<file path="config.mk">
export PLATFORM = sky130hd
export DESIGN_NAME = velocity_to_accel_estimator
export DESIGN_NICKNAME = d
export VERILOG_FILES = /design/src/design/vae_pkg.sv /design/src/design/vae_mul_ser.sv /design/src/design/vae_div_ser.sv /design/src/design/velocity_to_accel_estimator.sv
export SDC_FILE = /design/constraint.sdc
export NUM_CORES = 2
export LEC_CHECK = 0
export ABC_CLOCK_PERIOD_IN_PS = 8300
export BUFFER_PORTS_ARGS = -buffer_cell sky130_fd_sc_hd__buf_2
export CAP_MARGIN = 20
export CORE_MARGIN = 4
export CORE_UTILIZATION = 45
export CTS_CLUSTER_DIAMETER = 40
export DETAILED_ROUTE_END_ITERATION = 8
export GPL_TIMING_DRIVEN = 1
export PLACE_DENSITY = 0.65
export SKIP_LAST_GASP = 1
export SLEW_MARGIN = 5
export SYNTH_ARGS = -nofsm -noshare
export SYNTH_HDL_FRONTEND = slang
export SYNTH_SLANG_ARGS = --single-unit
</file>
<file path="constraint.sdc">
create_clock -name clk -period 8.3 [get_ports clk]
set_clock_uncertainty 0.15 [all_clocks]
set_input_delay 0.83 -clock clk [delete_from_list [all_inputs] [get_ports clk]]
set_output_delay 0.83 -clock clk [all_outputs]
set_load 0.01 [all_outputs]
</file>
<file path="src/design/vae_pkg.sv">
// Shared constants, register and status codes, and saturation helper for the estimator.
`default_nettype none

package vae_pkg;

  localparam int unsigned TICKS_DEFAULT = 1000000;

  localparam int unsigned GAIN_W = 17;
  localparam logic [GAIN_W-1:0] GAIN_ONE = 17'h10000;
  localparam logic [GAIN_W-1:0] GAIN_RESET = 17'd19661;
  localparam logic [31:0] MIN_INTERVAL_RESET = 32'd1000;
  localparam logic [31:0] MAX_INTERVAL_RESET = 32'd100000;

  localparam int unsigned CFG_INDEX_W = 2;
  localparam int unsigned CFG_DATA_W = 32;

  typedef enum logic [CFG_INDEX_W-1:0] {
    REG_FILTER_GAIN  = 2'd0,
    REG_MIN_INTERVAL = 2'd1,
    REG_MAX_INTERVAL = 2'd2
  } cfg_reg_t;

  typedef enum logic [1:0] {
    STATUS_FIRST   = 2'd0,
    STATUS_SKIPPED = 2'd1,
    STATUS_UPDATED = 2'd2
  } status_t;

  // Applies a sign to an unsigned magnitude and clamps it to the signed 32-bit range.
  function automatic logic signed [31:0] saturate_s32(input logic neg, input logic [63:0] mag);
    logic signed [31:0] r;
    if (|mag[63:31]) begin
      r = neg ? 32'sh80000000 : 32'sh7fffffff;
    end else if (neg) begin
      r = -$signed(mag[31:0]);
    end else begin
      r = $signed(mag[31:0]);
    end
    return r;
  endfunction

endpackage

`default_nettype wire

</file>
<file path="src/design/vae_mul_ser.sv">
// Bit-serial unsigned shift-add multiplier, one multiplier bit per cycle.
`default_nettype none

module vae_mul_ser #(
  parameter int unsigned AW = 32,
  parameter int unsigned BW = 17
) (
  input  wire logic          clk,
  input  wire logic          rst,
  input  wire logic          start,
  input  wire logic [AW-1:0] a,
  input  wire logic [BW-1:0] b,
  output logic               busy,
  output logic [AW+BW-1:0]   product
);

  localparam int unsigned CW = $clog2(BW + 1);

  logic [AW-1:0] a_r;
  logic [AW-1:0] hi;
  logic [BW-1:0] lo;
  logic [CW-1:0] cnt;
  logic [AW:0]   sum;

  // The low half doubles as the multiplier shift register.
  assign sum = {1'b0, hi} + (lo[0] ? {1'b0, a_r} : '0);
  assign product = {hi, lo};

  always_ff @(posedge clk) begin
    if (rst) begin
      busy <= 1'b0;
      cnt  <= '0;
    end else if (start) begin
      busy <= 1'b1;
      cnt  <= CW'(BW);
    end else if (busy) begin
      cnt <= cnt - CW'(1);
      if (cnt == CW'(1)) begin
        busy <= 1'b0;
      end
    end
  end

  always_ff @(posedge clk) begin
    if (start) begin
      a_r <= a;
      hi  <= '0;
      lo  <= b;
    end else if (busy) begin
      {hi, lo} <= {sum, lo[BW-1:1]};
    end
  end

endmodule

`default_nettype wire

</file>
<file path="src/design/vae_div_ser.sv">
// Restoring unsigned divider, one quotient bit per cycle.
`default_nettype none

module vae_div_ser #(
  parameter int unsigned NW = 54,
  parameter int unsigned DW = 32
) (
  input  wire logic          clk,
  input  wire logic          rst,
  input  wire logic          start,
  input  wire logic [NW-1:0] num,
  input  wire logic [DW-1:0] den,
  output logic               busy,
  output logic [NW-1:0]      quotient
);

  localparam int unsigned CW = $clog2(NW + 1);

  logic [DW-1:0] den_r;
  logic [DW-1:0] rem;
  logic [NW-1:0] quo;
  logic [CW-1:0] cnt;
  logic [DW:0]   shifted;
  logic [DW:0]   trial;
  logic          fits;

  // Numerator bits leave the top of quo while quotient bits enter at the bottom.
  assign shifted  = {rem, quo[NW-1]};
  assign fits     = shifted >= {1'b0, den_r};
  assign trial    = shifted - {1'b0, den_r};
  assign quotient = quo;

  always_ff @(posedge clk) begin
    if (rst) begin
      busy <= 1'b0;
      cnt  <= '0;
    end else if (start) begin
      busy <= 1'b1;
      cnt  <= CW'(NW);
    end else if (busy) begin
      cnt <= cnt - CW'(1);
      if (cnt == CW'(1)) begin
        busy <= 1'b0;
      end
    end
  end

  always_ff @(posedge clk) begin
    if (start) begin
      den_r <= den;
      rem   <= '0;
      quo   <= num;
    end else if (busy) begin
      rem <= fits ? trial[DW-1:0] : shifted[DW-1:0];
      quo <= {quo[NW-2:0], fits};
    end
  end

endmodule

`default_nettype wire

</file>
<file path="src/design/velocity_to_accel_estimator.sv">
// Top level: acceleration estimator from odometry samples with exponential smoothing.
// A request on the input channel (in_valid/in_ready) carries a microsecond timestamp,
// a forward speed and a yaw rate in signed Q16.16. Every request yields exactly one
// result on the output channel (out_valid/out_ready) with the three smoothed
// accelerations, a status code and the running update count.
// The configuration channel (cfg_valid/cfg_ready, cfg_index, cfg_data) is always ready
// and writes the filter gain, the minimum interval or the maximum interval; an index
// beyond those three is ignored. Write it only while no request is in flight.
// Sequence: a request that is only stored (first sample, or interval outside the window)
// passes the difference, check and output steps; an update also runs the bit-serial
// units: a multiply of speed times yaw rate, in parallel with the two
// difference-times-ticks multiplies, a restoring division of an NW-bit dividend for
// both difference quotients side by side, NW being 33 plus the bit width of
// TICKS_PER_SECOND, and a multiply by the gain in each of the three filter lanes.
// A new request is taken only once the sequencer is back in its idle step, after the
// previous result has been loaded into the output register.
// Reset clears the stored sample, the smoothed values and the counter, and loads the
// default configuration. The result sits in an output register; if the receiver
// stalls, the block still accepts one more request and holds its finished result
// until the output register frees up.
`default_nettype none

module velocity_to_accel_estimator
  import vae_pkg::*;
#(
  parameter int unsigned TICKS_PER_SECOND = TICKS_DEFAULT
) (
  input  wire logic                   clk,
  input  wire logic                   rst,
  // input request
  input  wire logic                   in_valid,
  output logic                        in_ready,
  input  wire logic [31:0]            timestamp,
  input  wire logic signed [31:0]     linear_velocity,
  input  wire logic signed [31:0]     yaw_rate,
  // result
  output logic                        out_valid,
  input  wire logic                   out_ready,
  output logic signed [31:0]          forward_accel,
  output logic signed [31:0]          lateral_accel,
  output logic signed [31:0]          angular_accel,
  output logic [1:0]                  status,
  output logic [31:0]                 updates_done,
  // configuration writes
  input  wire logic                   cfg_valid,
  output logic                        cfg_ready,
  input  wire logic [CFG_INDEX_W-1:0] cfg_index,
  input  wire logic [CFG_DATA_W-1:0]  cfg_data
);

  // Width of the tick constant, of the scaled difference, and of the dividend
  // (scaled difference plus half the interval for rounding).
  localparam int unsigned TW = $clog2(TICKS_PER_SECOND + 1);
  localparam logic [TW-1:0] TICKS = TW'(TICKS_PER_SECOND);
  localparam int unsigned PW = 32 + TW;
  localparam int unsigned NW = PW + 1;

  // Filter lanes. The filter numerator prev*65536 + g*(raw - prev) fits in 51 bits.
  localparam int unsigned LANES = 3;
  localparam int unsigned LANE_FWD = 0;
  localparam int unsigned LANE_LAT = 1;
  localparam int unsigned LANE_ANG = 2;
  localparam int unsigned FPW = 32 + GAIN_W;
  localparam int unsigned FNW = 51;

  typedef enum logic [8:0] {
    S_IDLE  = 9'b000000001,
    S_DIFF  = 9'b000000010,
    S_CHECK = 9'b000000100,
    S_MUL   = 9'b000001000,
    S_DIV   = 9'b000010000,
    S_RAW   = 9'b000100000,
    S_FMUL  = 9'b001000000,
    S_FNUM  = 9'b010000000,
    S_OUT   = 9'b100000000
  } state_t;

  state_t state, state_next;

  // Configuration registers.
  logic [GAIN_W-1:0] filter_gain;
  logic [31:0]       min_interval;
  logic [31:0]       max_interval;
  logic [GAIN_W-1:0] gain_eff;

  // Sample being worked on and the stored previous sample.
  logic [31:0]        cur_time;
  logic signed [31:0] cur_speed;
  logic signed [31:0] cur_turn;
  logic               have_previous;
  logic [31:0]        previous_time;
  logic signed [31:0] previous_speed;
  logic signed [31:0] previous_turn_rate;

  // Interval and the two differences as sign, zero flag and magnitude.
  logic [31:0] dt;
  logic        dv_neg, dv_zero, dw_neg, dw_zero;
  logic [31:0] dv_mag, dw_mag;
  logic        in_window;
  logic        lat_neg;
  logic [31:0] speed_mag, turn_mag;

  // Filter state and intermediate values, one entry per lane.
  logic signed [31:0]     smoothed [LANES];
  logic signed [31:0]     raw      [LANES];
  logic                   fneg     [LANES];
  logic [31:0]            fmag     [LANES];
  logic [FPW-1:0]         fprod    [LANES];
  logic signed [FNW-1:0]  fnum     [LANES];
  logic [LANES-1:0]       fbusy;
  logic [31:0]            update_counter;
  status_t                item_status;

  // Serial unit handshakes and results.
  logic              mul_start, div_start, filt_start;
  logic              mul_f_busy, mul_a_busy, mul_l_busy, mul_busy;
  logic              div_f_busy, div_a_busy, div_busy;
  logic [PW-1:0]     prod_f, prod_a;
  logic [63:0]       prod_l;
  logic [NW-1:0]     quo_f, quo_a;
  logic [63:0]       lat_round;
  logic [63:0]       q_f, q_a;

  logic accept, out_load;

  assign cfg_ready = 1'b1;
  assign in_ready  = (state == S_IDLE);
  assign accept    = in_valid && in_ready;
  assign out_load  = (state == S_OUT) && (!out_valid || out_ready);

  // Gain codes above one behave as exactly one.
  assign gain_eff = filter_gain[GAIN_W-1] ? GAIN_ONE : filter_gain;

  assign in_window = !(dt < min_interval) && !(dt > max_interval);

  assign speed_mag = cur_speed[31] ? 32'(-cur_speed) : 32'(cur_speed);
  assign turn_mag  = cur_turn[31] ? 32'(-cur_turn) : 32'(cur_turn);
  assign lat_neg   = cur_speed[31] ^ cur_turn[31];

  assign mul_busy   = mul_f_busy || mul_a_busy || mul_l_busy;
  assign div_busy   = div_f_busy || div_a_busy;
  assign mul_start  = (state == S_CHECK) && have_previous && in_window;
  assign div_start  = (state == S_MUL) && !mul_busy;
  assign filt_start = (state == S_RAW);

  // Lateral term: Q32.32 product back to Q16.16, rounding half away from zero.
  assign lat_round = prod_l + 64'd32768;

  // A zero interval can only pass an open window; the quotient then saturates
  // toward the sign of the difference, or is zero when nothing changed.
  assign q_f = (dt == '0) ? (dv_zero ? '0 : '1) : 64'(quo_f);
  assign q_a = (dt == '0) ? (dw_zero ? '0 : '1) : 64'(quo_a);

  always_comb begin
    state_next = state;
    unique case (state)
      S_IDLE: begin
        if (in_valid) state_next = S_DIFF;
      end
      S_DIFF: state_next = S_CHECK;
      S_CHECK: begin
        if (have_previous && in_window) state_next = S_MUL;
        else state_next = S_OUT;
      end
      S_MUL: begin
        if (!mul_busy) state_next = S_DIV;
      end
      S_DIV: begin
        if (!div_busy) state_next = S_RAW;
      end
      S_RAW: state_next = S_FMUL;
      S_FMUL: begin
        if (!(|fbusy)) state_next = S_FNUM;
      end
      S_FNUM: state_next = S_OUT;
      S_OUT: begin
        if (!out_valid || out_ready) state_next = S_IDLE;
      end
      default: state_next = S_IDLE;
    endcase
  end

  always_ff @(posedge clk) begin
    if (rst) begin
      state <= S_IDLE;
    end else begin
      state <= state_next;
    end
  end

  always_ff @(posedge clk) begin
    if (rst) begin
      filter_gain  <= GAIN_RESET;
      min_interval <= MIN_INTERVAL_RESET;
      max_interval <= MAX_INTERVAL_RESET;
    end else if (cfg_valid && cfg_ready) begin
      unique case (cfg_index)
        REG_FILTER_GAIN:  filter_gain  <= cfg_data[GAIN_W-1:0];
        REG_MIN_INTERVAL: min_interval <= cfg_data;
        REG_MAX_INTERVAL: max_interval <= cfg_data;
        default: ;
      endcase
    end
  end

  // Front end: capture the request, form dt, differences, status and raw values.
  always_ff @(posedge clk) begin
    if (accept) begin
      cur_time  <= timestamp;
      cur_speed <= linear_velocity;
      cur_turn  <= yaw_rate;
    end
    if (state == S_DIFF) begin
      dt      <= cur_time - previous_time;
      dv_neg  <= cur_speed < previous_speed;
      dv_zero <= cur_speed == previous_speed;
      dv_mag  <= (cur_speed < previous_speed) ? 32'(previous_speed - cur_speed)
                                              : 32'(cur_speed - previous_speed);
      dw_neg  <= cur_turn < previous_turn_rate;
      dw_zero <= cur_turn == previous_turn_rate;
      dw_mag  <= (cur_turn < previous_turn_rate) ? 32'(previous_turn_rate - cur_turn)
                                                 : 32'(cur_turn - previous_turn_rate);
    end
    if (state == S_CHECK) begin
      if (!have_previous) begin
        item_status <= STATUS_FIRST;
      end else if (!in_window) begin
        item_status <= STATUS_SKIPPED;
      end
    end
    if (state == S_FNUM) begin
      item_status <= STATUS_UPDATED;
    end
    if (div_start) begin
      raw[LANE_LAT] <= saturate_s32(lat_neg, {16'd0, lat_round[63:16]});
    end
    if ((state == S_DIV) && !div_busy) begin
      raw[LANE_FWD] <= saturate_s32(dv_neg, q_f);
      raw[LANE_ANG] <= saturate_s32(dw_neg, q_a);
    end
  end

  // Stage one: scale the differences by the tick rate and form speed times yaw rate.
  vae_mul_ser #(.AW(32), .BW(TW)) u_mul_fwd (
    .clk     (clk),
    .rst     (rst),
    .start   (mul_start),
    .a       (dv_mag),
    .b       (TICKS),
    .busy    (mul_f_busy),
    .product (prod_f)
  );

  vae_mul_ser #(.AW(32), .BW(TW)) u_mul_ang (
    .clk     (clk),
    .rst     (rst),
    .start   (mul_start),
    .a       (dw_mag),
    .b       (TICKS),
    .busy    (mul_a_busy),
    .product (prod_a)
  );

  vae_mul_ser #(.AW(32), .BW(32)) u_mul_lat (
    .clk     (clk),
    .rst     (rst),
    .start   (mul_start),
    .a       (speed_mag),
    .b       (turn_mag),
    .busy    (mul_l_busy),
    .product (prod_l)
  );

  // Stage two: divide both scaled differences by the interval. Adding half the
  // interval to the dividend rounds the quotient to nearest, ties away from zero.
  vae_div_ser #(.NW(NW), .DW(32)) u_div_fwd (
    .clk      (clk),
    .rst      (rst),
    .start    (div_start),
    .num      (NW'(prod_f) + NW'(dt[31:1])),
    .den      (dt),
    .busy     (div_f_busy),
    .quotient (quo_f)
  );

  vae_div_ser #(.NW(NW), .DW(32)) u_div_ang (
    .clk      (clk),
    .rst      (rst),
    .start    (div_start),
    .num      (NW'(prod_a) + NW'(dt[31:1])),
    .den      (dt),
    .busy     (div_a_busy),
    .quotient (quo_a)
  );

  // Stage three: one exponential filter lane per acceleration. The filter is
  // evaluated as prev*65536 + g*(raw - prev), so each lane needs a single product.
  for (genvar k = 0; k < LANES; k++) begin : g_lane
    logic signed [FNW-1:0] base;
    logic signed [FNW-1:0] pext;
    logic signed [FNW-1:0] rnd;
    logic signed [FNW-17:0] scaled;

    assign fmag[k] = (raw[k] < smoothed[k]) ? 32'(smoothed[k] - raw[k])
                                            : 32'(raw[k] - smoothed[k]);
    assign base = {{(FNW-48){smoothed[k][31]}}, smoothed[k], 16'd0};
    assign pext = $signed({{(FNW-FPW){1'b0}}, fprod[k]});

    // Dividing by 65536 with ties away from zero: an arithmetic shift after adding
    // one half for positive values and one half less one for negative values.
    assign rnd    = fnum[k] + (fnum[k][FNW-1] ? FNW'(32767) : FNW'(32768));
    assign scaled = rnd[FNW-1:16];

    vae_mul_ser #(.AW(32), .BW(GAIN_W)) u_mul_filt (
      .clk     (clk),
      .rst     (rst),
      .start   (filt_start),
      .a       (fmag[k]),
      .b       (gain_eff),
      .busy    (fbusy[k]),
      .product (fprod[k])
    );

    always_ff @(posedge clk) begin
      if (filt_start) begin
        fneg[k] <= raw[k] < smoothed[k];
      end
      if ((state == S_FMUL) && !(|fbusy)) begin
        fnum[k] <= fneg[k] ? (base - pext) : (base + pext);
      end
    end

    always_ff @(posedge clk) begin
      if (rst) begin
        smoothed[k] <= '0;
      end else if (state == S_FNUM) begin
        if (scaled[FNW-17] && !(&scaled[FNW-18:31])) begin
          smoothed[k] <= 32'sh80000000;
        end else if (!scaled[FNW-17] && (|scaled[FNW-18:31])) begin
          smoothed[k] <= 32'sh7fffffff;
        end else begin
          smoothed[k] <= scaled[31:0];
        end
      end
    end
  end

  // Counter and stored sample; the stored sample is replaced by every request.
  always_ff @(posedge clk) begin
    if (rst) begin
      update_counter     <= '0;
      have_previous      <= 1'b0;
      previous_time      <= '0;
      previous_speed     <= '0;
      previous_turn_rate <= '0;
    end else begin
      if (state == S_FNUM) begin
        update_counter <= update_counter + 32'd1;
      end
      if (out_load) begin
        have_previous      <= 1'b1;
        previous_time      <= cur_time;
        previous_speed     <= cur_speed;
        previous_turn_rate <= cur_turn;
      end
    end
  end

  // Output register: holds the result until the receiver takes it.
  always_ff @(posedge clk) begin
    if (rst) begin
      out_valid <= 1'b0;
    end else if (out_load) begin
      out_valid <= 1'b1;
    end else if (out_ready) begin
      out_valid <= 1'b0;
    end
  end

  always_ff @(posedge clk) begin
    if (out_load) begin
      forward_accel <= smoothed[LANE_FWD];
      lateral_accel <= smoothed[LANE_LAT];
      angular_accel <= smoothed[LANE_ANG];
      status        <= item_status;
      updates_done  <= update_counter;
    end
  end

  // The update count moves only when a filter update is written back.
  a_counter_only_on_update: assert property (@(posedge clk) disable iff (rst)
    (!$past(rst) && (update_counter != $past(update_counter))) |-> $past(state == S_FNUM))
    else $error("update counter changed outside the filter write-back step");

  // A new result appears only out of the output step of the sequencer.
  a_result_from_out_step: assert property (@(posedge clk) disable iff (rst)
    $rose(out_valid) |-> $past(state == S_OUT))
    else $error("result raised without passing through the output step");

  // All serial units are quiet whenever the block waits for a request.
  a_units_idle: assert property (@(posedge clk) disable iff (rst)
    (state == S_IDLE) |-> !(mul_busy || div_busy || (|fbusy)))
    else $error("serial unit still running while waiting for a request");

endmodule

`default_nettype wire
</file>
# --- Word-level counts from Yosys, hierarchy flattened ---
# Memory sizes are Yosys's and may differ from the RTL's.
# Cells that the tools add are included.
word_totals:
  regBits: 1308
  ram_bits: 348
  input_bits: 135
  output_inout_bits: 133
  elab_cells: 395
  mem_count: 4
op_classes:
  addsub: 45
  n_lt_le_gt_ge: 9
  eq_ne: 27
  n_mux: 165
  n_bitwise: 10
  reduce_logical: 61
mem_list:
  columns: ["name", "words", "width", "read_ports", "rd_ports_with_merged_regs", "wr", "line_no", "source"]
  rows:
  - ["fnum", 3, 51, 3, 0, 3, "velocity_to_accel_estimator.sv:109", "logic signed [FNW-1:0] fnum [LANES];"]
  - ["raw", 3, 32, 3, 0, 2, "velocity_to_accel_estimator.sv:105", "logic signed [31:0] raw [LANES];"]
  - ["smoothed", 3, 32, 3, 0, 3, "velocity_to_accel_estimator.sv:104", "logic signed [31:0] smoothed [LANES];"]
  - ["fneg", 3, 1, 3, 0, 3, "velocity_to_accel_estimator.sv:106", "logic fneg [LANES];"]
op_table:
  columns: ["cell", "count"]
  rows:
  - ["$mux 32", 38]
  - ["$sub 32x32->32", 13]
  - ["$mux 64", 4]
  - ["$mux 53", 4]
  - ["$add 32x33->33", 6]
  - ["$lt 32x32->1", 6]
  - ["$neg 32->32", 5]
  - ["$add 48x50->51", 3]
  - ["$add 51x17->51", 3]
  - ["$mux 51", 3]
  - ["$sub 48x50->51", 3]
  - ["$mux 17", 7]
  - ["$add 52x31->53", 2]
  - ["$pmux 9 s9", 1]
  - ["$mux 1", 79]
  - ["$ge 33x32->1", 2]
  - ["$reduce_or 33->1", 2]
  - ["$add 64x16->64 const B", 1]
  - ["$eq 32x32->1", 2]
  - ["$mux 9", 6]
  - ["$mux 5", 10]
  - ["$mux 16", 3]
  - ["$mux 6", 6]
  - ["$add 32x1->32 const B", 1]
  - ["other kinds (35)", 107]

# --- Longest topological paths before layout ---
# An unclocked memory read counts as a cell.
logic_depth:
  word_depth: 13
  mapped_depth: 17

# --- Cells and area by module ---
# A second synthesis with hierarchy kept.
unflattened:
  cells_unflattened: 12853
  hier_area_um2: 117729.2
by_module_without_submodules:
  columns: ["mod", "instances", "cells_per_inst", "area_per_inst_um2", "seq_area_each_um2"]
  rows:
  - ["velocity_to_accel_estimator", 1, 8518, 72894.9, 24683.7]
  - ["vae_mul_ser at g_lane[0].u_mul_filt ...", 2, 509, 5058.6, 2232.1]
  - ["vae_mul_ser at u_mul_ang ...", 2, 470, 4937.2, 2322.2]
  - ["vae_div_ser at u_div_ang", 1, 698, 7213.2, 3333.2]
  - ["vae_div_ser at u_div_fwd", 1, 641, 6796.5, 3333.2]
  - ["vae_mul_ser at u_mul_lat", 1, 532, 5775.5, 2702.6]
  - ["vae_mul_ser at g_lane[2].u_mul_filt", 1, 506, 5057.4, 2232.1]

# --- Worst setup path after synthesis ---
# Ideal clock, no wire load.
synth_path:
  path_type: "register to register"
  startpoint: "reg state[1]"
  endpoint: "mem fnum[0][0], enable pin"
  setup_ns: 0.683
  arrival_time_ns: 7.665
  setup_slack_ns: -0.198
  path_stages_with_launch: 5
  period_less_slack_ns: 8.498
  path_cell_list: "dfxtp_1 -> clkbuf_1 -> nor4_1 -> nand3b_1 -> nor2b_1"
synth_rtl:
  columns: ["item", "line_no", "source"]
  rows:
  - ["start: declaration", "velocity_to_accel_estimator.sv:78", "state_t state, state_next;"]
  - ["start signal: assignment", "velocity_to_accel_estimator.sv:187", "state <= state_next;"]
  - ["end: declaration", "velocity_to_accel_estimator.sv:109", null]

# --- Final worst setup path ---
layout_path:
  startpoint: "reg g_lane[2].u_mul_filt.lo[0]"
  endpoint: "reg g_lane[2].u_mul_filt.hi[29]"
layout_via:
  elab_chain_len: 2
layout_rtl:
  columns: ["item", "line_no", "source"]
  rows:
  - ["start: declaration", "vae_mul_ser.sv:21", "logic [BW-1:0] lo;"]
  - ["start signal: assignment", "vae_mul_ser.sv:50", "{hi, lo} <= {sum, lo[BW-1:1]};"]
  - ["$mux 32", "vae_mul_ser.sv:26", "assign sum = {1'b0, hi} + (lo[0] ? {1'b0, a_r} : '0);"]
  - ["$add 32x33->33", "vae_mul_ser.sv:26", null]
  - ["end signal: assignment", "vae_mul_ser.sv:50", null]
  - ["end: declaration", "vae_mul_ser.sv:20", "logic [AW-1:0] hi;"]
# No other way between the ends.
# A chain may end at the register's enable or synchronous reset.

==> flow_summary_export.csv <==
group,metric,value,unit
final_layout,multiInputGateArea,64300,µm²
detailed_routing,firstDrtPassIters,6,
synthesis,synth_ff_type,"edfxtp_1",
final_layout,final_cell_mix,"a21oi_1 (1252), nand2_1 (1196), edfxtp_1 (1087)",
sta,max_freq,0.195,GHz
sta,setup_viol,0,
synthesis,ys_seq_elements,1656,
synthesis,syn_nets,13900,
detailed_routing,first_iter_violations,8641,
sta,drv_slew,0,
final_layout,final_cell_area,130000,µm²
min_path,min_to,"min_interval[26]$_SDFFE_PP0P_",
cts,cts_tree,"built",
critical_path,start_kind,"register",
synthesis,async_reset_ff_share,0,%
synthesis,synth_top_area_cell,"edfxtp_1",
cts,cts-root-buf,"clkbuf_16",
detailed_routing,avgRoutedWirePerCell,20.4,µm
sta,tightest_slew,1.12,ns
cts,htree_levels,5,
sta,rsz0062_at_grt,"false",
placed_design,dp_hpwl,254,mm
cts,cts_buffers,311,
critical_path,critical-path-slowest-cell,"edfxtp_1",
min_path,hp-class,"primary input to register",
placed_design,dp_slack,3.13,ns
min_path,worstHoldStart,"cfg_data[26]",
global_route,grt_pass1_wl,517,mm
critical_path,crit_fanout,37,
sta,finalCritPeriodShare,61.7,%
flow_run,max-cap-violations,0,
critical_path,cp.arrival,5.81,ns
pwr,p_leak,52.2,nW
sta,fin_ws,3.18,ns
critical_path,r2r-start,"g_lane[2].u_mul_filt.lo[0]$_DFFE_PP_",
min_path,hold_depth,3,
global_route,gr-total-overflow,0,
critical_path,rrSetupSlack,3.18,ns
detailed_routing,drc_errors,0,
synthesis,synth_edf_count,1087,
final_layout,seqCellArea,44000,µm²
cts,cts_resized,0,
global_route,grt_pass1_vias,88700,
pwr,power_density,244,nW/µm²
final_layout,n_fill_cell,23100,
cts,clock_latency,0.95,ns
die,pin_count,268,
detailed_routing,wl,337,mm
die,core,251000,µm²
sta,tns,0,ns
placed_design,dpl-instance-area,118000,µm²
global_route,grt_start_max_net_pins,131,
status,status,"finished clean",
cts,clock-sinks,1656,
final_layout,fin_nets,14100,
placed_design,dp.cells,15800,
critical_path,endpoint_kind,"register",
detailed_routing,ant_nets,0,
cts,cts_hold_buf,122,
sta,hold_viol_final,0,
critical_path,critical_path.cell_chain,"and2_1, ha_1, inv_1, fa_1, nor2b_1, o21a_1, o21ai_0, o211ai_1, a31oi_1, o31ai_1, nand4_1, a41oi_1, a21boi_0, or4b_2, nand3_1",
synthesis,synth_cell_types,107,
final_layout,layout_commonest_cell,"a21oi_1",
cts,cts_setup_buffers,0,
critical_path,regToRegEndpoint,"g_lane[2].u_mul_filt.hi[29]$_SDFFE_PN0P_",
global_route,grt_usage,25.0,%
die,fp.dieArea,261000,µm²
critical_path,path_buf_inv,1,
synthesis,syn_avg_cell_area,8.95,µm²
critical_path,cpPeakStageDelay,0.93,ns
synthesis,synthCells,12700,
pwr,ir_drop,0.320,mV
die,die_w,510,µm
critical_path,cp_top_family,"compound AO/OA/AOI/OAI gates",
die,die_y,510,µm
final_layout,fin_cells,16500,
synthesis,synth_area,114000,µm²
final_layout,synthToLayoutAreaGrowth,14.2,%
detailed_routing,num_vias,94800,
critical_path,crit_required,9.00,ns
placed_design,port_buffers,266,
die,start_util,45.2,%
critical_path,r2r_cells,15,
detailed_routing,viasPerCell,5.73,
final_layout,drive_gt1_share,8.00,%
synthesis,yosysWarnings,0,
cts,clockBufferDepth,4,
placed_design,gp_congestion,0.969,
die,rows,184,
global_route,grt_antenna_before_repair,27,
synthesis,ys_seq_area_share,38.8,%
sta,timing.max_slew.rel_slack,25.0,%
sta,finalCriticalPeriod,5.12,ns
critical_path,path_class,"register to register",
synthesis,ys_top_cells_by_area,"edfxtp_1 (29%), ha_1 (11%), dfxtp_1 (10%), a21oi_1 (5.5%), xnor2_1 (4.3%)",
cts,cts.clk_slew.worst_paths,0.05,ns
synthesis,synth_top_area_share,28.7,%
[state kept, by name, summed over array words and instances (netlist names), 51 cells and up]
name / flops
raw: 96
g_lane.u_mul_filt.lo: 51
g_lane.u_mul_filt.hi: 96
fnum: 153
smoothed: 96
u_div_fwd.quotient: 53
u_div_ang.quotient: 53
g_lane.u_mul_filt.a_r: 96
[power breakdown]
part	internal (mW)	total (mW)	switching, mW
Sequential	9.71	10.4	0.739
Combinational	3.25	8.44	5.18
Clock	8.24	12.7	4.49
[how the worst max path moves through the flow]
stage,from,to,slack (ns),cells past startpoint
after floorplan,state[7]$_SDFFE_PP0P_,angular_accel[0]$_DFFE_PP_,1.17,5
after global placement,g_lane[2].u_mul_filt.lo[0]$_DFFE_PP_,g_lane[2].u_mul_filt.hi[29]$_SDFFE_PN0P_,3.19,15
after detailed placement,g_lane[2].u_mul_filt.lo[0]$_DFFE_PP_,g_lane[2].u_mul_filt.hi[29]$_SDFFE_PN0P_,3.13,15
after CTS,g_lane[2].u_mul_filt.lo[0]$_DFFE_PP_,g_lane[2].u_mul_filt.hi[29]$_SDFFE_PN0P_,3.13,15
after global routing,g_lane[2].u_mul_filt.lo[0]$_DFFE_PP_,g_lane[2].u_mul_filt.hi[29]$_SDFFE_PN0P_,2.66,15
final,g_lane[2].u_mul_filt.lo[0]$_DFFE_PP_,g_lane[2].u_mul_filt.hi[29]$_SDFFE_PN0P_,3.18,15
[cell families after synthesis]
| kind of cell | synth area share (%) |
|---|---|
| adders and majority gates | 11.5 |
| muxes | 2.36 |
| and+or+nand+nor | 15.8 |
| xor gates and xnor gates | 6.72 |
| DFF | 38.8 |
| AOI/OAI and AO/OA | 20.1 |
| other | 0.00330 |
| buffers and inverters | 4.77 |
[Yosys cell counts, drive strengths merged (40+ instances only)]
library cell and number:
a211oi 137, a21o 401, a21oi 1256, a31oi 132, and2 226, and3 109, buf 58, clkbuf 505
dfxtp 569, edfxtp 1087, ha 1002, inv 864, mux2i 238, nand2 1199, nand2b 122, nand3 218
nand4 167, nor2 984, nor2b 130, nor3 248, nor4 91, o211ai 81, o21a 106, o21ai 767
o21bai 147, o31ai 184, o41ai 40, or3 90, xnor2 564, xor2 304
[metal layers]
layer	up-vias	wire, µm	global-route usage (%)	share of wire (%)
met5	-	12	0	0.0036
met4	2	14100	9.74	4.2
met3	640	20800	3.27	6.2
met2	3100	149000	39.6	44
met1	44700	152000	34.8	45
li1	46300	-	-	-
[worst register-to-register path, stage by stage (launching register included)]
cell and delay (ns):
edfxtp_1 0.93, and2_1 0.24, ha_1 0.19, inv_1 0.07, fa_1 0.43, nor2b_1 0.13, o21a_1 0.13, o21ai_0 0.14
o211ai_1 0.40, a31oi_1 0.23, o31ai_1 0.58, nand4_1 0.17, a41oi_1 0.36, a21boi_0 0.20, or4b_2 0.63, nand3_1 0.09
[final cells by class]
| cell class | instances | area share [%] |
|---|---|---|
| multi-input combinational | 9602 | 49.6 |
| sequential | 1656 | 33.9 |
| clock buffer | 356 | 6.34 |
| tap | 3348 | 3.23 |
| timing repair buffer | 489 | 2.62 |
| inverter | 869 | 2.52 |
| clock inverter | 195 | 1.74 |
| antenna | 16 | 0.0309 |
[per-stage QoR]
step	hold WS [ns]	utilization [%]	power, mW
finish	0.0694	51.7	31.6
global route	0.0506	51.6	33.1
CTS	0.000237	51.6	31.7
detailed placement	0.255	47.0	18.8
global placement	0.251	47.0	18.8
floorplan	0.250	-	16.5
No activity file was read; power rests on OpenSTA's default activity.
